File: config.mk
export PLATFORM = sky130hd
export DESIGN_NAME = sabs_front
export DESIGN_NICKNAME = d
export VERILOG_FILES = /design/src/hdl/sabs_pkg.sv /design/src/hdl/sabs_front.sv
export SDC_FILE = /design/constraint.sdc
export NUM_CORES = 1
export LEC_CHECK = 0
export BUFFER_PORTS_ARGS = -buffer_cell sky130_fd_sc_hd__buf_4
export CORE_MARGIN = 2
export CORE_UTILIZATION = 45
export DETAILED_ROUTE_END_ITERATION = 8
export PLACE_DENSITY = 0.83
export SYNTH_ARGS = -nofsm -noshare
export SYNTH_HDL_FRONTEND = slang
export SYNTH_SLANG_ARGS = --single-unit
File: constraint.sdc
create_clock -name clk_i -period 2.5 [get_ports clk_i]
set_clock_uncertainty 0.15 [all_clocks]
set_input_delay 0.375 -clock clk_i [delete_from_list [all_inputs] [get_ports clk_i]]
set_output_delay 0.375 -clock clk_i [all_outputs]
set_load 0.1 [all_outputs]
File: src/hdl/sabs_pkg.sv
// ----------------------------------------------------------------------------
// Sorted array binary search package
// Sizes, operation codes, state encoding and word types shared by all modules.
// ----------------------------------------------------------------------------
package sabs_pkg;

  localparam int unsigned DEPTH      = 256;
  localparam int unsigned ADDR_W     = $clog2(DEPTH);
  localparam int unsigned CNT_W      = 9;
  localparam int unsigned IDX_W      = 8;
  localparam int unsigned POS_W      = 8;
  localparam int unsigned DATA_W     = 32;

  localparam int unsigned CMDQ_DEPTH = 2;
  localparam int unsigned CMDQ_PTR_W = (CMDQ_DEPTH > 1) ? $clog2(CMDQ_DEPTH) : 1;
  localparam int unsigned CMDQ_CNT_W = $clog2(CMDQ_DEPTH + 1);

  localparam logic FUNC_LOAD   = 1'b0;
  localparam logic FUNC_SEARCH = 1'b1;

  typedef enum logic [1:0] {
    OP_LOAD,
    OP_SEARCH,
    OP_MISS
  } sabs_op_e;

  typedef enum logic [1:0] {
    ST_IDLE,
    ST_PROBE,
    ST_CMP
  } sabs_state_e;

  typedef struct packed {
    logic                     func;
    logic [IDX_W-1:0]         index;
    logic signed [DATA_W-1:0] value;
  } sabs_in_t;

  typedef struct packed {
    logic             found;
    logic [POS_W-1:0] position;
  } sabs_out_t;

  // For a load, addr is the store index; for a search, the initial upper bound.
  typedef struct packed {
    sabs_op_e                 op;
    logic [ADDR_W-1:0]        addr;
    logic signed [DATA_W-1:0] value;
  } sabs_cmd_t;

endpackage

File: src/hdl/sabs_front.sv
// ----------------------------------------------------------------------------
// Front stage
// Holds the element count register, accepts input words and classifies each
// into a load, a search, or a search that cannot hit.
// ----------------------------------------------------------------------------
module sabs_front
  import sabs_pkg::*;
(
  input  logic             clk_i,
  input  logic             rst_ni,
  input  logic             cfg_we_i,
  input  logic [CNT_W-1:0] cfg_wdata_i,
  input  logic             push,
  output logic             full,
  input  sabs_in_t         in_data_i,
  output logic             cmd_valid_o,
  input  logic             cmd_ready_i,
  output sabs_cmd_t        cmd_o
);

  logic [CNT_W-1:0] count_q;
  logic [CNT_W-1:0] count_sat;
  logic             valid_q, valid_d;
  sabs_cmd_t        cmd_q, cmd_d;
  logic             accept;

  assign full        = valid_q && !cmd_ready_i;
  assign accept      = push && !full;
  assign cmd_valid_o = valid_q;
  assign cmd_o       = cmd_q;

  // Counts beyond the store size are clamped to the store size.
  assign count_sat = (count_q > CNT_W'(DEPTH)) ? CNT_W'(DEPTH) : count_q;

  always_comb begin
    cmd_d       = cmd_q;
    cmd_d.value = in_data_i.value;
    if (in_data_i.func == FUNC_LOAD) begin
      cmd_d.op   = OP_LOAD;
      cmd_d.addr = in_data_i.index[ADDR_W-1:0];
    end else if (count_sat == '0) begin
      cmd_d.op   = OP_MISS;
      cmd_d.addr = '0;
    end else begin
      cmd_d.op   = OP_SEARCH;
      cmd_d.addr = ADDR_W'(count_sat - 1'b1);
    end
  end

  always_comb begin
    valid_d = valid_q;
    if (accept) begin
      valid_d = 1'b1;
    end else if (cmd_ready_i) begin
      valid_d = 1'b0;
    end
  end

  always_ff @(posedge clk_i or negedge rst_ni) begin
    if (!rst_ni) begin
      count_q <= '0;
      valid_q <= 1'b0;
    end else begin
      valid_q <= valid_d;
      if (cfg_we_i) begin
        count_q <= cfg_wdata_i;
      end
    end
  end

  always_ff @(posedge clk_i) begin
    if (accept) begin
      cmd_q <= cmd_d;
    end
  end

endmodule

# [Word-level counts from Yosys, hierarchy flattened]
# Cells that the tools add are included.
[op_classes] addsub=1 multipliers=0 div=0 n_lt_le_gt_ge=1 n_eq_ne=0 shifts=0 n_mux=5 bitwise_logic=0 reduce_logical=6
[ops] operator="$mux 10" n=1
[ops] operator="$gt 9x9->1 const B" n=1
[ops] operator="$logic_not 9->1" n=1
[ops] operator="$mux 9" n=1
[ops] operator="$mux 8" n=1
[ops] operator="$sub 8x1->8 const B" n=1
[ops] operator="$logic_and 1x1->1" n=2
[ops] operator="$logic_not 1->1" n=2
[ops] operator="$mux 1" n=2
[ops] operator="$reduce_bool 2->1" n=1
[totals] reg_bits=52 latchBits=0 mem_bits_rw=0 mem_bits_ro=0 out_inout_bits=44 word_cells=18 memories=0

# [Logic depth before layout (Yosys ltp)]
# Gate-level depths: netlist of the first run.
[logic_depth] ltp_word=5 depth_mapped=7 mapped_depth_nobuf=6

# [Least setup slack after synthesis of the first run]
# OpenSTA, ideal clock, no wires.
[synth_path] path_kind="register -> register" from="register valid_q, in the netlist cmd_valid_o" to="register cmd_q, in the netlist cmd_o[0], enable pin" t_arrival_ns=2.026 required_ns=1.946 setup_slack_ns=-0.079 path_stages_with_launch=3 n_path_buf=0 synth_period_minus_slack_ns=2.579 cell_sequence="dfrtp_1 -> nand2b_1 -> and2_1"
[synth_via] elab_chain_cells=3
[synth_rtl] element="from (decl)" line="sabs_front.sv:23" rtl="logic valid_q, valid_d;"
[synth_rtl] element="from (signal assigned)" line="sabs_front.sv:64" rtl="valid_q <= valid_d;"
[synth_rtl] element="$logic_and 1x1->1" line="sabs_front.sv:27" rtl="assign full = valid_q && !cmd_ready_i;"
[synth_rtl] element="$logic_not 1->1" line="sabs_front.sv:28" rtl="assign accept = push && !full;"
[synth_rtl] element="$logic_and 1x1->1" line="sabs_front.sv:28"
[synth_rtl] element="via accept" line="sabs_front.sv:25" rtl="logic accept;"
[synth_rtl] element="to (signal assigned)" line="sabs_front.sv:73" rtl="cmd_q <= cmd_d;"
[synth_rtl] element="to (decl)" line="sabs_front.sv:24" rtl="sabs_cmd_t cmd_q, cmd_d;"
# The timed path passes the listed nets, and every way through them passes these cells.
# A chain may end at the register's enable or synchronous reset.

==> flow_metrics.tcl, run 1 <==
set metrics [dict create \
    dp_hpwl_um 3210 \
    status "completed" \
    setup_viol 0 \
    syn_nets 176 \
    syn_avg_cell_area_um2 16.3 \
    place_congestion 0.720 \
    cp_max_fo 6 \
    slew_headroom 0.663 \
    yosysSeqAreaShare 0.770 \
    drtPass1Iterations 4 \
    cpMaxStageDelayCell "or4_4" \
    fin_hold_ws_ns 0.0957 \
    r2r-end "cmd_o[36]$_DFFE_PP_" \
    worst-path-buf-inv 0 \
    clockBufferDepth 2 \
    final_cell_area_um2 2860 \
    pre_cts_slack_ns 0.342 \
    hold_start "in_data_i[20]" \
    grt_usage 0.176 \
    arrival_ns 2.07 \
    dp_cells 268 \
    p_total_mw 2.03 \
    critPathMaxStageDelay_ns 0.59 \
    post_cts_buffers 0 \
    clock-sinks 52 \
    grt_max_degree 43 \
    fmax_ghz 0.461 \
    period_needed_ns 2.17 \
    ant_nets 0 \
    drc_errors 0 \
    final_cells 276 \
    worstHoldPathCells 1 \
    crit_required_ns 2.40 \
    vdd_ir_drop_max_uv 310 \
    die_y_um 70.0 \
    drive_gt1_frac 0.531 \
    setup.worst_path.start "count_q[4]$_DFFE_PN0P_" \
    htreeDepth 2 \
    crit_path_end_kind "register" \
    ys_ff_latch 52 \
    cts_made_buffers 5 \
    grt_pass1_vias 1352 \
    synthCells 120 \
    grt_util_met1 0.221 \
    synth_area_um2 1960 \
    path_cells "or4_4 -> or3b_4 -> o221ai_1 -> o22ai_1" \
    dieArea_um2 4900 \
    rsz0062_at_grt "no" \
    critPathKind "reg -> reg" \
    fin_util 0.670 \
    worstMarginPinSlew_ns 0.506 \
    drt_iter0_drc 155 \
    fp-row-count 24 \
    busiest_layer "met2" \
    grt-ovfl-total 0 \
    antenna_found_initial 0 \
    initial_core_util 0.460 \
    finalSetupTns_ns 0 \
    holdPathEnd "cmd_o[20]$_DFFE_PP_" \
    grtUsageMet3 0.0491 \
    yosysUniqueCellTypes 29 \
    routedWlPerCell_um 15.0 \
    drv_cap 0 \
    clk_pin_slew_ns 0.09 \
    cts_tree "built" \
    crit_family "simple AND/OR/NAND/NOR gates" \
    min_period_over_period 0.869 \
    startpoint_type "register" \
    postPlaceCellArea_um2 2760 \
    vias 1339 \
    finalWirelength_um 4150 \
    via_per_inst 4.85 \
    grt_util_met2 0.304 \
    r2r_start "count_q[4]$_DFFE_PN0P_" \
    fillers 336 \
    area.growth.synth_to_final_pct 45.5 \
    diodes 0 \
    clk_latency_ns 0.30 \
    worst-r2r-cell-count 4 \
    floorplan.core_area_um2 4260 \
    hold_violations 0 \
    numPortBuffers 98 \
    num-nets-final 280 \
    reg2reg_slack_ns 0.33 \
    setup_ws_ns 0.328 \
    hold_path_class "in -> reg" \
    grt_pass1_wl_um 6670 \
    yosysWarnings 0 \
    slew_violations 0 \
    power_density_nw_per_um2 709 \
    io_pins 99 \
    p_leak_nw 1.20 \
    root_buffer "clkbuf_8" \
    die_x_um 70.0 \
]
[cells in the final DEF (no fill, tap or decap), types with 2 or more instances in the layout]
master / synthesis / layout
mux2_2: 8 / 8
nor2_1: 7 / 7
xnor2_1: 2 / 2
nor3b_1: 3 / 3
inv_1: 5 / 5
dfrtp_1: 10 / 10
clkbuf_8: 0 / 5
a21oi_1: 4 / 4
o22ai_1: 3 / 3
o21ai_0: 4 / 4
edfxtp_1: 42 / 42
and2_1: 3 / 2
nand2_1: 3 / 3
nor2b_1: 3 / 3
buf_4: 0 / 100
nand2b_1: 5 / 5
[logic make-up (layout without fill, tap and decap cells)]
group	count (synthesis)	after routing	share of synthesized area
compound gates	17	17	0.0542
xor+xnor	2	2	0.00893
fa+ha+maj	1	1	0.00638
buf+inv	9	113	0.0172
flops	52	52	0.770
mux	9	9	0.0510
simple gates	30	30	0.0918
[Yosys cell counts]
library cell	n	area (um2)
mux2i_1	1	10.0
mux2_2	8	90.1
o31a_1	1	8.76
and2_1	3	18.8
or4_4	1	11.3
nor2_4	1	11.3
o21ai_0	4	20.0
clkbuf_1	4	15.0
xnor2_1	2	17.5
o31ai_1	1	7.51
or3_1	1	6.26
o221ai_1	1	8.76
dfrtp_1	10	250
a21oi_1	4	20.0
o21a_1	1	7.51
nand2b_1	5	31.3
ha_1	1	12.5
nor2_1	7	26.3
nand3_1	1	5.00
or3b_4	1	11.3
edfxtp_1	42	1260
a211o_1	1	8.76
nor4_1	1	6.26
o22ai_1	3	18.8
nand2_1	3	11.3
a31oi_1	1	6.26
inv_1	5	18.8
nor3b_1	3	22.5
nor2b_1	3	18.8
[report_power, final]
group / total (mW) / leakage (nW) / switching (mW) / internal, mW
Clock: 0.447 / 0.0400 / 0.257 / 0.190
Sequential: 1.03 / 0.516 / 0.0290 / 1.00
Combinational: 0.546 / 0.647 / 0.391 / 0.154
Total: 2.03 / 1.20 / 0.677 / 1.35
[flip-flops by register name, indices dropped and copies added (netlist names)]
register / flops
cmd_o: 42
count_q: 9
cmd_valid_o: 1
[worst register-to-register path: stages (launching register included)]
cell	delay, ns
dfrtp_1	0.45
or4_4	0.59
or3b_4	0.43
o221ai_1	0.20
o22ai_1	0.11
[metal layers]
layer  share of wire  up-vias
met1            0.41      615
met5               0        -
li1                -      649
met4           0.011        0
met2            0.50       69
met3           0.086        6
[worst max-delay path by stage]
stage | endpoint | cells past startpoint
global placement | cmd_o[36]$_DFFE_PP_ | 4
CTS | cmd_o[36]$_DFFE_PP_ | 4
finish | cmd_o[36]$_DFFE_PP_ | 4
detailed placement | cmd_o[36]$_DFFE_PP_ | 4
floorplan | cmd_o[36]$_DFFE_PP_ | 7
global route | cmd_o[36]$_DFFE_PP_ | 6
[what timing repair did]
action	CTS	global route
endpoints found under the hold margin	10	0
hold buffers	1	0
gates resized for setup	0	0
[final cells by class]
type	count	area [um2]	share of cell area
well taps	52	65.1	0.0228
repair buffers	101	761	0.266
flip-flops and latches	52	1510	0.529
clock buffers	5	68.8	0.0241
multi-input cells	59	418	0.146
inverters	5	18.8	0.00657
clock inverters	2	12.5	0.00438
(Power assumes the default switching activity.)
==> run 2, diff against run 1 <==
--- a/config.mk
+++ b/config.mk
@@ -5,6 +5,7 @@
 export SDC_FILE = /design/constraint.sdc
 export NUM_CORES = 1
 export LEC_CHECK = 0
+export ABC_AREA = 1
 export BUFFER_PORTS_ARGS = -buffer_cell sky130_fd_sc_hd__buf_4
 export CORE_MARGIN = 2
 export CORE_UTILIZATION = 45
==> run 2 against run 1 <==
Against the previous run: register-to-register slack gained 0.16 ns; final cell count grew 9.1%; clock power is 4.9% lower; setup slack improved by 0.16 ns; sequential power barely moved; maximum frequency grew 8.2%; non-clock buffer count is 1 lower; largest cell class unchanged.
==> flow_metrics.tcl, run 2 <==
set metrics [dict create \
    diodes 0 \
    crit_required_ns 2.51 \
    routedWlPerCell_um 14.4 \
    p_sw_uw 693 \
    cts_hold_buf 1 \
    min_period_over_period 0.803 \
    largest_register_ffs 42 \
    synth_top_family_by_area "simple AND/OR/NAND/NOR gates" \
    drv_cap 0 \
    synth.most_common_cell "edfxtp_1" \
    initial_core_util 0.461 \
    combPwrFrac 0.286 \
    grt_max_degree 43 \
    drc_errors 0 \
    synth_edf_count 42 \
    grt_util_met1 0.228 \
    post_cts_buffers 0 \
    fillers 317 \
    switching_share 0.340 \
    yosys-top-cells-count "edfxtp_1 (42), nand2_1 (36), dfrtp_1 (10)" \
    synthCells 143 \
    synth_area_um2 1980 \
    rsz0062_at_grt "no" \
    status "completed" \
    register_area_um2 1520 \
    drtPass1Iterations 4 \
    cts_made_buffers 5 \
    crit_path_end_kind "register" \
    synth_area_leaders "edfxtp_1 (64%), dfrtp_1 (13%), nand2_1 (6.8%)" \
    fin_hold_ws_ns 0.104 \
    clk_latency_ns 0.29 \
    io_pins 99 \
    finalWirelength_um 4340 \
    final_cell_mix "buf_4 (99), edfxtp_1 (42), nand2_1 (35), dfrtp_1 (9)" \
    fmax_ghz 0.498 \
    clockBufferDepth 2 \
    clock-sinks 52 \
    place_congestion 0.855 \
    startpoint_type "register" \
    grtUsageMet3 0.0736 \
    htreeDepth 2 \
    syn_nets 199 \
    clkPwrFrac 0.208 \
    grt_usage 0.184 \
    yosys.area_share.simple 0.132 \
    ys_async_sr_fraction 0.192 \
    yosysSeqAreaShare 0.764 \
    ant_nets 0 \
    slew_violations 0 \
    dieArea_um2 4940 \
    vdd_ir_drop_max_uv 260 \
    drt_iter0_drc 97 \
    layout_commonest_cell "buf_4" \
    clk_pin_slew_ns 0.08 \
    multi_input_area_um2 427 \
    numPortBuffers 98 \
    synth_top_area_frac 0.638 \
    drive_gt1_frac 0.502 \
    num-nets-final 305 \
    grt_pass1_wl_um 7030 \
    via_per_inst 4.82 \
    seq_power_share 0.506 \
    ys_ff_latch 52 \
    syn_avg_cell_area_um2 13.8 \
    area.growth.synth_to_final_pct 46.2 \
    hold_violations 0 \
    p_int_mw 1.35 \
    dp_hpwl_um 3430 \
    yosysWarnings 0 \
    synthMuxAreaShare 0.0228 \
    post_synth_xor_area_fraction 0.0133 \
    synth_top_area_cell "edfxtp_1" \
    root_buffer "clkbuf_8" \
    die_x_um 70.3 \
    period_needed_ns 2.01 \
    arrival_ns 2.01 \
    cts_resized 0 \
    hold_path_class "in -> reg" \
    busiest_layer "met2" \
    cts_tree "built" \
    grt-ovfl-total 0 \
    slew_headroom 0.666 \
    grt_util_met2 0.303 \
    floorplan.core_area_um2 4290 \
    yosysUniqueCellTypes 24 \
    synth_compound_area_frac 0.0335 \
    vias 1450 \
    power_density_nw_per_um2 705 \
    worstMarginPinSlew_ns 0.501 \
    fp-row-count 24 \
    p_leak_nw 1.29 \
    p_total_mw 2.04 \
    critPathKind "reg -> reg" \
    cp_max_fo 6 \
    ys.flop_type "edfxtp_1" \
    setup_viol 0 \
    grt_pass1_vias 1420 \
    synth_fa_ha_area_frac 0.00633 \
    die_y_um 70.3 \
    antenna_found_initial 0 \
]
## run 2: layer usage
metal,vias to the layer above,part of all wire
met3,5,0.11
li1,695,-
met2,85,0.48
met4,0,0.0069
met5,-,0
met1,665,0.40
## run 2: path summary, 6_finish.rpt
check / startpoint / to / slack (ns) / cells past startpoint
setup / recovery: count_q[1]$_DFFE_PN0P_ / cmd_o[37]$_DFFE_PP_ / 0.49 / 12
hold / removal: in_data_i[11] / cmd_o[11]$_DFFE_PP_ / 0.10 / 1
setup reg to reg: count_q[1]$_DFFE_PN0P_ / cmd_o[37]$_DFFE_PP_ / 0.49 / 12
hold reg to reg: count_q[4]$_DFFE_PN0P_ / count_q[4]$_DFFE_PN0P_ / 0.40 / 1
max in group asynchronous: rst_ni / cmd_valid_o$_DFFE_PN0P_ / 1.76 / 2
min in group asynchronous: rst_ni / count_q[2]$_DFFE_PN0P_ / 0.29 / 2
## run 2: worst max-delay path, stage by stage, from the launching register on
cell and delay, ns:
dfrtp_1 0.40, nor2_1 0.13, nand2_1 0.08, o21ai_2 0.23, nand2_1 0.11, ha_1 0.24, nand2_2 0.10, nor2_4 0.04
nand3_2 0.09, nand2_4 0.07, inv_4 0.08, nand3_2 0.07, nand2_1 0.08
## run 2: cell type report
class / instances / share of cell area
Tap cell: 52 / 0.0225
Timing Repair Buffer: 100 / 0.260
Clock inverter: 1 / 0.00173
Clock buffer: 6 / 0.0251
Sequential cell: 52 / 0.524
Inverter: 13 / 0.0190
Multi-Input combinational cell: 77 / 0.147
## run 2: power groups by stage
| stage | Combinational [mW] | Sequential (mW) | Clock (mW) |
|---|---|---|---|
| 3_5_place_dp | 0.583 | 1.05 | 0 |
| 3_3_place_gp | 0.576 | 1.05 | 0 |
| 6_report | 0.584 | 1.03 | 0.425 |
| 5_1_grt | 0.613 | 1.04 | 0.477 |
| 4_1_cts | 0.586 | 1.03 | 0.440 |
| 2_1_floorplan | 0.119 | 1.35 | 0 |
## run 2: cells by family (layout without fill, tap and decap cells)
group / after synthesis / after routing
flops: 52 / 52
mux: 4 / 4
fa+ha+maj: 1 / 1
buf+inv: 14 / 120
xor+xnor: 3 / 3
compound gates: 12 / 12
simple gates: 57 / 57
## run 2: per-stage QoR
| stage | instance area [um2] | instances | TNS, ns | setup WS [ns] | utilization |
|---|---|---|---|---|---|
| finish | 2890 | 301 | 0 | 0.493 | 0.674 |
| global route | 2890 | 301 | 0 | 0.310 | 0.674 |
| CTS | 2890 | 301 | 0 | 0.487 | 0.674 |
| detailed placement | 2810 | 293 | 0 | 0.501 | 0.653 |
| global placement | 2810 | 293 | 0 | 0.576 | 0.653 |
| floorplan | 2000 | 143 | -1.69 | -0.0402 | - |
