`src/hdl/sabs_pkg.sv`:
```
// ----------------------------------------------------------------------------
// Sorted array binary search package
// Sizes, operation codes, state encoding and word types shared by all modules.
// ----------------------------------------------------------------------------
package sabs_pkg;

  localparam int unsigned DEPTH      = 256;
  localparam int unsigned ADDR_W     = $clog2(DEPTH);
  localparam int unsigned CNT_W      = 9;
  localparam int unsigned IDX_W      = 8;
  localparam int unsigned POS_W      = 8;
  localparam int unsigned DATA_W     = 32;

  localparam int unsigned CMDQ_DEPTH = 2;
  localparam int unsigned CMDQ_PTR_W = (CMDQ_DEPTH > 1) ? $clog2(CMDQ_DEPTH) : 1;
  localparam int unsigned CMDQ_CNT_W = $clog2(CMDQ_DEPTH + 1);

  localparam logic FUNC_LOAD   = 1'b0;
  localparam logic FUNC_SEARCH = 1'b1;

  typedef enum logic [1:0] {
    OP_LOAD,
    OP_SEARCH,
    OP_MISS
  } sabs_op_e;

  typedef enum logic [1:0] {
    ST_IDLE,
    ST_PROBE,
    ST_CMP
  } sabs_state_e;

  typedef struct packed {
    logic                     func;
    logic [IDX_W-1:0]         index;
    logic signed [DATA_W-1:0] value;
  } sabs_in_t;

  typedef struct packed {
    logic             found;
    logic [POS_W-1:0] position;
  } sabs_out_t;

  // For a load, addr is the store index; for a search, the initial upper bound.
  typedef struct packed {
    sabs_op_e                 op;
    logic [ADDR_W-1:0]        addr;
    logic signed [DATA_W-1:0] value;
  } sabs_cmd_t;

endpackage

```
`src/hdl/sabs_cmd_fifo.sv`:
```
// ----------------------------------------------------------------------------
// Command queue
// Short register queue that decouples the front stage from the search engine.
// ----------------------------------------------------------------------------
module sabs_cmd_fifo
  import sabs_pkg::*;
(
  input  logic      clk_i,
  input  logic      rst_ni,
  input  logic      wr_valid_i,
  output logic      wr_ready_o,
  input  sabs_cmd_t wr_cmd_i,
  output logic      rd_valid_o,
  input  logic      rd_ready_i,
  output sabs_cmd_t rd_cmd_o
);

  sabs_cmd_t               slot_q [CMDQ_DEPTH];
  logic [CMDQ_PTR_W-1:0]   wptr_q, wptr_d;
  logic [CMDQ_PTR_W-1:0]   rptr_q, rptr_d;
  logic [CMDQ_CNT_W-1:0]   cnt_q, cnt_d;
  logic                    wr_en, rd_en;

  assign wr_ready_o = (cnt_q != CMDQ_CNT_W'(CMDQ_DEPTH));
  assign rd_valid_o = (cnt_q != '0);
  assign rd_cmd_o   = slot_q[rptr_q];
  assign wr_en      = wr_valid_i && wr_ready_o;
  assign rd_en      = rd_valid_o && rd_ready_i;

  always_comb begin
    wptr_d = wptr_q;
    rptr_d = rptr_q;
    cnt_d  = cnt_q;
    if (wr_en) begin
      wptr_d = (wptr_q == CMDQ_PTR_W'(CMDQ_DEPTH - 1)) ? '0 : wptr_q + 1'b1;
    end
    if (rd_en) begin
      rptr_d = (rptr_q == CMDQ_PTR_W'(CMDQ_DEPTH - 1)) ? '0 : rptr_q + 1'b1;
    end
    if (wr_en && !rd_en) begin
      cnt_d = cnt_q + 1'b1;
    end else if (rd_en && !wr_en) begin
      cnt_d = cnt_q - 1'b1;
    end
  end

  always_ff @(posedge clk_i or negedge rst_ni) begin
    if (!rst_ni) begin
      wptr_q <= '0;
      rptr_q <= '0;
      cnt_q  <= '0;
    end else begin
      wptr_q <= wptr_d;
      rptr_q <= rptr_d;
      cnt_q  <= cnt_d;
    end
  end

  always_ff @(posedge clk_i) begin
    if (wr_en) begin
      slot_q[wptr_q] <= wr_cmd_i;
    end
  end

endmodule

```
`config.mk`:
```
export PLATFORM = sky130hd
export DESIGN_NAME = sabs_cmd_fifo
export DESIGN_NICKNAME = d
export VERILOG_FILES = /design/src/hdl/sabs_pkg.sv /design/src/hdl/sabs_cmd_fifo.sv
export SDC_FILE = /design/constraint.sdc
export NUM_CORES = 1
export LEC_CHECK = 0
export BUFFER_PORTS_ARGS = -buffer_cell sky130_fd_sc_hd__buf_2
export CAP_MARGIN = 20
export CELL_PAD_IN_SITES_DETAIL_PLACEMENT = 1
export CELL_PAD_IN_SITES_GLOBAL_PLACEMENT = 1
export CORE_ASPECT_RATIO = 1.2
export CORE_MARGIN = 8
export CORE_UTILIZATION = 37
export CTS_CLUSTER_DIAMETER = 120
export DETAILED_ROUTE_END_ITERATION = 8
export MAX_ROUTING_LAYER = met4
export PLACE_DENSITY_LB_ADDON = 0.08
export SLEW_MARGIN = 5
export SYNTH_ARGS = -nofsm -noshare
export SYNTH_HDL_FRONTEND = slang
export SYNTH_SLANG_ARGS = --single-unit
```
`constraint.sdc`:
```
create_clock -name clk_i -period 4.2 [get_ports clk_i]
set_clock_uncertainty 0.2 [all_clocks]
set_input_delay 0.84 -clock clk_i [delete_from_list [all_inputs] [get_ports clk_i]]
set_output_delay 0.84 -clock clk_i [all_outputs]
set_load 0.01 [all_outputs]
```
==> Yosys cells after proc, flatten, opt, wreduce, memory -nomap -nowiden <==
Memories as Yosys holds them, arrays and structs flattened.
Cells that the tools add are included.
{ "totals": {"reg_bits": 4, "out_inout_bits": 44, "memories": 1, "wordCells": 23, "ramBits": 84} }
{ "classes": {"eq_ne": 1, "reduce_logical": 8, "muxes": 6, "addsub": 4} }
{ "mem_list": {"columns": ["memory", "depth", "word_bits", "rd", "rd_ports_with_merged_regs", "wr", "line_no", "text"], "rows": [
  ["slot_q", 2, 42, 1, 0, 1, "sabs_cmd_fifo.sv:18", "sabs_cmd_t slot_q [CMDQ_DEPTH];"]
]} }
{ "op_table": {"columns": ["op", "count"], "rows": [
  ["logical AND 1 bit", 4],
  ["two-way mux 1 bit", 4],
  ["two-way mux 2 bit", 2],
  ["nonzero test 2 bit", 2],
  ["adder 1 bit, second input constant", 2],
  ["adder 2 x 1 -> 2 bit, second input constant", 1],
  ["logical NOT 1 bit", 2],
  ["!= test 2 bit, second input constant", 1],
  ["subtractor 2 x 1 -> 2 bit, second input constant", 1]
]} }

==> Depth between registers and ports, before layout <==
Gate-level depths: netlist (run 1).
{ "logic_depth": {"depth_word": 6, "mapped_depth": 7, "mapped_depth_nobuf": 7} }

==> Worst setup path after synthesis (run 1) <==
Ideal clock, no wire load.
{ "synth_path": {"path_type": "input port to flip-flop", "startpoint": "input port wr_valid_i", "endpoint": "memory slot_q[0][0] in the netlist's numbering (enable)", "slack_ns": 0.860, "path_buffers": 0, "path_stages": 2, "required_ns": 3.559, "setup_ns": 0.441, "arrival_time_ns": 2.699, "path_cell_list": "nand2_1 > nor2_1"} }
{ "synth_via": {"elab_chain_cells": 3} }
{ "synth_rtl": {"columns": ["element", "line_no", "text"], "rows": [
  ["start: declaration", "sabs_cmd_fifo.sv:10", "input logic wr_valid_i,"],
  ["logical AND 1 bit", "sabs_cmd_fifo.sv:27", "assign wr_en = wr_valid_i && wr_ready_o;"],
  ["two-way mux 1 bit", "sabs_cmd_fifo.sv:60", "if (wr_en) begin"],
  ["two-way mux 1 bit (implied by the code)", "sabs_cmd_fifo.sv:61", "slot_q[wptr_q] <= wr_cmd_i;"],
  ["end: declaration", "sabs_cmd_fifo.sv:18", null]
]} }
No other way between the ends.

==> out/metrics.cfg, run 1 <==
[run_status]
status=completed

[global_route]
grt_pass1_wl_mm=10.1
grt.total_usage=0.109
antenna_found_initial=2
grt_pass1_vias=1940
overflow=0
grt_start_max_net_pins=43

[placement]
place_congestion=0.627
port_buffers=89
pre_cts_ws_ns=1.55
dp_hpwl_mm=4.39

[floorplan]
die_y_um=121
dieWidth_um=104
core_area_um2=9030
ios=90
initial_core_util=0.379
rows=38
fp.dieArea_um2=12600

[layout]
register_area_um2=2620
drive_above_1_share=0.589
num-nets-final=295
fillers=911
multi_input_area_um2=718
areaGrowthSynthToFinish_pct=22.9

[clock_tree]
clock_sinks=88
clockRootBuffer=clkbuf_8
clk_pin_slew_ns=0.07
tritoncts=built
ctsHoldBuffers=0
cts.htree.levels=3
cts_resized=0
post_cts_buffers=0
cts_buffer_depth=2
insertion_delay_ns=0.34
numCtsBuffers=9

[route]
vias=1667
wire_per_inst_um=17.0
ant_nets=0
drt_iter0_drc=50
via_per_inst=4.45
drc_errors=0
wirelength_mm=6.38
drtPass1Iterations=4

[sta]
rsz0062_at_grt=false
maxSlewHeadroom=0.397
max_freq_ghz=0.335
final.min_clock_period_ns=2.99
period_share=0.711
layout_setup_ws_ns=1.21
worstMarginPinSlew_ns=0.902
slew_violations=0
fin_setup_tns_ns=0
setup_violations=0
final_hold_viol_count=0

[worst_setup_path]
cp-end-kind=output pin
path_cells=buf_12 > mux2_2 > buf_2
reg2reg_slack_ns=1.96
crit_fanout=25
worst-endpoint-arrival_ns=1.95
slowest_delay_ns=0.79
cp.required_ns=3.16
cp_slowest_cell=dfrtp_2
worstSetupPathType=flip-flop to output pin
cp-start-kind=flip-flop

[power]
powerDensity_nw_per_um2=681
irDropWorstVdd_mv=0.395
power_leakage_uw=0.00169

[logic_synthesis]
yosysWarnings=0
yosysSeqAreaShare=0.765
syn_nets=196
synth_top_area_share=0.736
async_flop_share=0.0455
syn_inst=149
synthTopCellsByArea=edfxtp_1 (74%), mux2_4 (17%), dfrtp_1 (2.9%), buf_12 (2.3%), mux2_2 (0.99%)
synth_edf_count=84
yosysMostFrequentCell=edfxtp_1
yosysTopAreaCell=edfxtp_1
ys_types=15
ys_seq_elements=88
syn_avg_cell_area_um2=23.0
synth_commonest_cells=edfxtp_1 (84), mux2_4 (39), buf_12 (4), dfrtp_1 (4)
synth_ff_type=edfxtp_1
syn_area_um2=3430

[min_path]
hold_class=primary input to asynchronous set/reset pin

[flow_run]
maxCapViolCount=0

==> per-layer routing <==
metal	global-route usage	vias to the layer above	wire, um
met2	0.177	54	3180
met4	0.0653	0	109
li1	-	778	-
met1	0.117	827	2770
met5	-	-	0
met3	0.0324	8	323
==> logic make-up after synthesis <==
family                     Yosys count  synth area share
xor gates and xnor gates             5            0.0128
and+or+nand+nor                      7           0.00986
buffers and inverters                6            0.0277
DFF                                 88             0.765
adders and majority gates            1           0.00365
muxes                               42             0.181
==> state kept, by name, summed over array words and instances (netlist names) <==
signal  count
cnt_q       2
rptr_q      1
slot_q     84
wptr_q      1
==> final timing paths <==
| path | to | cells past startpoint | startpoint |
|---|---|---|---|
| min reg2reg | cnt_q[1] | 1 | cnt_q[1] |
| max reg2reg | slot_q[0][39] | 4 | cnt_q[0] |
| max in group asynchronous | rptr_q | 1 | rst_ni |
| min | wptr_q | 1 | rst_ni |
| max | rd_cmd_o[22] | 3 | rptr_q |
| min in group clk_i | cnt_q[1] | 1 | cnt_q[1] |
==> report_power, final <==
| group | total (uW) | internal (uW) | switching (uW) |
|---|---|---|---|
| clock network | 595 | 330 | 265 |
| logic | 960 | 514 | 446 |
| registers | 1310 | 1200 | 110 |
==> worst max-delay path: cells and delay by family (launching register included) <==
family                 cells  cell delay, ns
DFF                        1            0.79
buffers and inverters      2            0.44
muxes                      1            0.36
==> cells in the final DEF, fill, tap and decap left out, drive strengths merged, types with 2 or more instances in the layout <==
| cell type | Yosys | final |
|---|---|---|
| clkbuf | 0 | 11 |
| xor2 | 2 | 2 |
| clkinv | 0 | 3 |
| diode | 0 | 2 |
| nor2 | 2 | 2 |
| xnor2 | 3 | 3 |
| bufinv | 0 | 2 |
| nand2 | 2 | 2 |
| buf | 5 | 93 |
| mux2 | 42 | 42 |
| dfrtp | 4 | 4 |
| edfxtp | 84 | 84 |
==> cell type report <==
type                       count  area share
antenna                        2     0.00119
clock buffer                  11      0.0312
clock inverter                 5      0.0169
inverter                       1    0.000891
multi-input combinational     55       0.171
sequential                    88       0.623
tap                          120      0.0357
timing repair buffer          93       0.121
==> through the flow <==
stage               area, um^2   util  power, uW  hold slack, ns  instances
finish                    4210  0.466       2870          0.0978        375
global route              4210  0.466       3030          0.0855        375
CTS                       4180  0.463       2910          0.0786        372
detailed placement        3980  0.440       2310           0.289        356
global placement          3980  0.440       2300           0.290        356
floorplan                 3430      -       2030           0.256        149
No activity file was read; power rests on OpenSTA's default activity.
==> run 2: changes to the inputs <==
--- a/config.mk
+++ b/config.mk
@@ -5,6 +5,7 @@
 export SDC_FILE = /design/constraint.sdc
 export NUM_CORES = 1
 export LEC_CHECK = 0
+export ABC_AREA = 1
 export BUFFER_PORTS_ARGS = -buffer_cell sky130_fd_sc_hd__buf_2
 export CAP_MARGIN = 20
 export CELL_PAD_IN_SITES_DETAIL_PLACEMENT = 1
==> constraint.sdc (replaced) <==
create_clock -name clk_i -period 2.91 [get_ports clk_i]
set_clock_uncertainty 0.2 [all_clocks]
set_input_delay 0.582 -clock clk_i [delete_from_list [all_inputs] [get_ports clk_i]]
set_output_delay 0.582 -clock clk_i [all_outputs]
set_load 0.01 [all_outputs]
==> run 2 against run 1 <==
Worst hold slack better by 0.13 ns. Synthesized area down 1.2%. Register-to-register slack worse by 0.89 ns. Clock power up 14%. Critical endpoint is now rd_cmd_o[30]. Non-clock buffer count up 1. Core utilization down 1.2 points. Cell area down 3.0%. Largest power group unchanged. Total power up 36%. Die area down 1.0%. Via count up 24%. Sequential cell count unchanged. Setup slack worse by 0.74 ns.
==> out/metrics.cfg, run 2 <==
[logic_synthesis]
syn_inst=248
ys_seq_elements=88
async_flop_share=0.0455
syn_area_um2=3390
ys_types=16
synth_edf_count=84
syn_nets=295
synth_top_area_share=0.745
yosysTopAreaCell=edfxtp_1
synth_commonest_cells=nand2_1 (113), edfxtp_1 (84), nand2_2 (23)
synth_ff_type=edfxtp_1
synthTopCellsByArea=edfxtp_1 (75%), nand2_1 (13%), nand2_2 (4.2%), dfrtp_1 (3.0%), buf_6 (1.3%)
yosysMostFrequentCell=nand2_1
syn_avg_cell_area_um2=13.7
yosysSeqAreaShare=0.775
yosysWarnings=0

[floorplan]
core_area_um2=8990
ios=90
initial_core_util=0.377
fp.dieArea_um2=12500
die_y_um=121
dieWidth_um=103
rows=38

[route]
drc_errors=0
vias=2074
ant_nets=0
wirelength_mm=6.96
via_per_inst=4.41
drt_iter0_drc=42
drtPass1Iterations=4
wire_per_inst_um=14.8

[power]
irDropWorstVdd_mv=0.349
powerDensity_nw_per_um2=955
power_leakage_uw=0.00175

[sta]
rsz0062_at_grt=false
max_freq_ghz=0.410
maxSlewHeadroom=0.614
setup_violations=0
slew_violations=0
final.min_clock_period_ns=2.44
period_share=0.838
worstMarginPinSlew_ns=0.579
final_hold_viol_count=0
fin_setup_tns_ns=0

[layout]
num-nets-final=391
multi_input_area_um2=637
layout_commonest_cell=nand2_1
fin_area_um2=4090
fillers=957
largestRegisters=slot_q (84), cnt_q (2)
final_cell_mix=nand2_1 (113), buf_2 (89), edfxtp_1 (84)
top_register=slot_q
areaGrowthSynthToFinish_pct=20.7
register_area_um2=2620
final_cells=470
largest_register_ffs=84
drive_above_1_share=0.378

[worst_setup_path]
path_delay_family=flip-flops
cp.required_ns=2.13
crit_fanout=29
reg2reg_slack_ns=1.07
r2r_end=slot_q[1][6]
regToRegStartpoint=cnt_q[0]
r2r_cells=5
path_cells=buf_4 > nand2_1 > nand2_1 > buf_2
cp-start-kind=flip-flop
path_common_cell=nand2_1
cp-end-kind=output pin
slowest_delay_ns=0.60
cp_slowest_cell=dfrtp_2
path_buf_inv=2
worst-endpoint-arrival_ns=1.66
worstSetupPathType=flip-flop to output pin

[global_route]
antenna_found_initial=1
grt_pass1_vias=2195
grt_pass1_wl_mm=10.9
overflow=0
grt.total_usage=0.120
grt_start_max_net_pins=44

[clock_tree]
tritoncts=built
clk_pin_slew_ns=0.08
insertion_delay_ns=0.33
cts_resized=0
clock_sinks=88
cts_buffer_depth=2
numCtsBuffers=9
cts.htree.levels=3
clockRootBuffer=clkbuf_8

[min_path]
hold_start=wr_cmd_i[35]
hold-path-endpoint=slot_q[0][35]
min_path_cells=1
hold_class=primary input to flip-flop

[placement]
place_congestion=0.714
port_buffers=89
placed_cell_area_um2=3920
placed_cells=452
dp_hpwl_mm=4.73

[run_status]
status=completed

[flow_run]
maxCapViolCount=0

## run 2: cell types whose count changed after synthesis, sizes merged
| cell | delta |
|---|---|
| or2 | -1 |
| buf | +4 |
| xnor2 | -2 |
| mux2 | -42 |
| nand3 | +2 |
| and3 | -1 |
| nand2b | -1 |
| nand4 | +1 |
| nand2 | +134 |
| inv | +6 |
| xor2 | -1 |
## run 2: worst max-delay path by stage
stage,slack (ns),start,endpoint,cells past startpoint
after global placement,0.79,rptr_q,rd_cmd_o[20],4
after floorplan,-0.16,wr_valid_i,slot_q[0][0],2
after global routing,0.31,rptr_q,rd_cmd_o[23],4
after detailed placement,0.77,rptr_q,rd_cmd_o[30],4
after CTS,0.37,rptr_q,rd_cmd_o[30],4
final,0.47,rptr_q,rd_cmd_o[30],4
## run 2: area by class of cell
type                            count  area share
Antenna cell                        1    0.000613
Clock buffer                        9      0.0303
Clock inverter                      7     0.00704
Inverter                            7     0.00827
Multi-Input combinational cell    144       0.156
Sequential cell                    88       0.642
Tap cell                          120      0.0368
Timing Repair Buffer               94       0.119
## run 2: kinds of logic after synthesis
group,Yosys count,share of synthesized area
adder cells (fa/ha/maj),1,0.00369
XOR/XNOR,2,0.00517
flip-flops,88,0.775
AND/OR/NAND/NOR,141,0.175
buffers and inverters,16,0.0418
## run 2: metrics by stage
stage	utilization	power, uW	worst slack (ns)	hold slack, ns
5_1_grt	0.455	4190	0.314	0.201
4_1_cts	0.454	4010	0.373	0.201
3_5_place_dp	0.436	3320	0.774	0.202
6_report	0.455	3900	0.470	0.226
3_3_place_gp	0.436	3290	0.794	0.200
2_1_floorplan	-	2820	-0.156	0.0864
## run 2: power breakdown
part           internal, uW  total (uW)  leakage, uW  switching (uW)
Sequential             1730        1860     0.000828             125
Combinational           463        1360     0.000844             901
Clock                   293         679    0.0000804             386
## run 2: metal layers
layer  global-route usage  part of all wire  vias up
met2                0.196              0.51       59
met3               0.0276             0.056        8
met5                    -                 0        -
li1                     -                 -     1018
met4               0.0626             0.011        0
met1                0.134              0.42      989
## run 2: timing repair
item / CTS / global route
hold buffers: 1 / 0
hold endpoints to repair: 4 / 0
buffers inserted: 0 / 0
==> run 3: changes to the inputs <==
--- a/config.mk
+++ b/config.mk
@@ -5,7 +5,7 @@
 export SDC_FILE = /design/constraint.sdc
 export NUM_CORES = 1
 export LEC_CHECK = 0
-export ABC_AREA = 1
+export ABC_AREA = 0
 export BUFFER_PORTS_ARGS = -buffer_cell sky130_fd_sc_hd__buf_2
 export CAP_MARGIN = 20
 export CELL_PAD_IN_SITES_DETAIL_PLACEMENT = 1
==> constraint.sdc (replaced) <==
create_clock -name clk_i -period 2.2 [get_ports clk_i]
set_clock_uncertainty 0.2 [all_clocks]
set_input_delay 0.44 -clock clk_i [delete_from_list [all_inputs] [get_ports clk_i]]
set_output_delay 0.44 -clock clk_i [all_outputs]
set_load 0.01 [all_outputs]
==> run 3 against run 2 <==
Largest cell class unchanged. Setup slack got worse by 0.37 ns. First-iteration DRC count increased by 9.5%. Sequential share of layout area decreased by 2.0 points. Critical path depth decreased by 1.
==> out/metrics.cfg, run 3 (synthesis gave the netlist of run 1 again) <==
[run_status]
status=completed

[power]
intPower_uw=3820
powerDensity_nw_per_um2=1280
p_total_uw=5410
power_switching_uw=1580
power_switching_share=0.293
combPwrFrac=0.359
power_frac_clock=0.195
seqPwrFrac=0.446
power_leakage_uw=0.00169
irDropWorstVdd_mv=0.590

[layout]
top_register=slot_q
diodes=0
fillers=892
largestRegisters=slot_q (84), cnt_q (2)
largest_register_ffs=84
layout_commonest_cell=buf_2
final_util=0.467
num-nets-final=297
areaGrowthSynthToFinish_pct=23.0
drive_above_1_share=0.596
final_cell_mix=buf_2 (89), edfxtp_1 (84), mux2_4 (39)

[clock_tree]
tritoncts=built
cts.htree.levels=3
clockRootBuffer=clkbuf_8
ctsHoldBuffers=1
post_cts_buffers=0
clk_pin_slew_ns=0.08
numCtsBuffers=9
cts_resized=0
clock_sinks=88
cts_buffer_depth=2
insertion_delay_ns=0.34

[route]
wl_met3_um=307
ant_nets=0
wl_met2_mm=3.30
via_per_inst=4.44
vias=1664
wirelength_mm=6.14
drt_iter0_drc=46
drtPass1Iterations=4
wire_per_inst_um=16.4
top_layer_used=met4
m1WireLength_mm=2.39
drc_errors=0

[worst_setup_path]
cp_slowest_cell=dfrtp_2
worstSetupPathType=flip-flop to output pin
crit_fanout=22
cp-start-kind=flip-flop
cp.required_ns=1.56
path_cells=buf_12 > mux2_2 > buf_2
slowest_delay_ns=0.41
worst-endpoint-arrival_ns=1.46
cp-end-kind=output pin
r2r_cells=6

[global_route]
grt.total_usage=0.103
overflow=0
grt_pass1_wl_mm=9.65
grt_start_max_net_pins=43
antenna_found_initial=0
grt_pass1_vias=1890

[sta]
fin_setup_tns_ns=0
setup_violations=0
max_freq_ghz=0.477
rsz0062_at_grt=false
worstMarginPinSlew_ns=0.300
whs_ns=0.0802
final_hold_viol_count=0
final.min_clock_period_ns=2.10
slew_violations=0
maxSlewHeadroom=0.800
period_share=0.953
layout_setup_ws_ns=0.103

[floorplan]
dieWidth_um=104
initial_core_util=0.379
core_area_um2=9030
fp.dieArea_um2=12600
die_y_um=121
ios=90
rows=38

[min_path]
hold_class=primary input to flip-flop
min_path_cells=1

[flow_run]
maxCapViolCount=0

[placement]
place_congestion=0.632
dp_hpwl_mm=4.29
port_buffers=89
pre_cts_ws_ns=0.456

[run 3: cell types whose count changed in the layout (fill, tap and decap cells not counted), sizes merged, moves of 5 or more]
| cell | change |
|---|---|
| clkinv | -5 |
| inv | -6 |
| mux2 | +42 |
| nand2 | -134 |
[run 3: worst paths after layout]
path                              start            end  slack [ns]
max                              rptr_q   rd_cmd_o[26]        0.10
min                        wr_cmd_i[28]  slot_q[1][28]        0.08
max reg2reg                    cnt_q[0]       cnt_q[1]        0.47
min reg2reg                    cnt_q[1]       cnt_q[1]        0.29
max in group asynchronous        rst_ni         rptr_q        1.43
min in group asynchronous        rst_ni       cnt_q[1]        0.23
[run 3: routing by layer]
| metal | up-vias | GRT usage |
|---|---|---|
| met4 | 0 | 0.0571 |
| met1 | 820 | 0.105 |
| li1 | 777 | - |
| met2 | 55 | 0.177 |
| met5 | - | - |
| met3 | 12 | 0.0313 |
[run 3: critical path: cells and delay by family, from the launching register on]
family	cells	cell delay, ns
multiplexers	1	0.35
flip-flops	1	0.41
buffers and inverters	2	0.35
[run 3: cell type report]
class / count / area (um^2) / share of cell area
multi-input combinational: 55 / 718 / 0.170
clock buffer: 11 / 131 / 0.0312
timing repair buffer: 95 / 531 / 0.126
tap: 120 / 150 / 0.0356
clock inverter: 5 / 57.6 / 0.0137
inverter: 1 / 3.75 / 0.000890
sequential: 88 / 2620 / 0.622
[run 3: power groups by stage]
stage / Clock, uW / Sequential (uW) / Combinational [uW]
3_5_place_dp: 0 / 2460 / 2000
5_1_grt: 1160 / 2450 / 2110
2_1_floorplan: 0 / 2420 / 1450
4_1_cts: 1100 / 2420 / 2020
3_3_place_gp: 0 / 2440 / 2010
6_report: 1050 / 2410 / 1940
[run 3: per-stage QoR]
step / area [um^2] / std cells
after floorplan: 3440 / 149
after global placement: 4020 / 358
after detailed placement: 4020 / 358
after CTS: 4220 / 375
after global routing: 4220 / 375
final: 4220 / 375
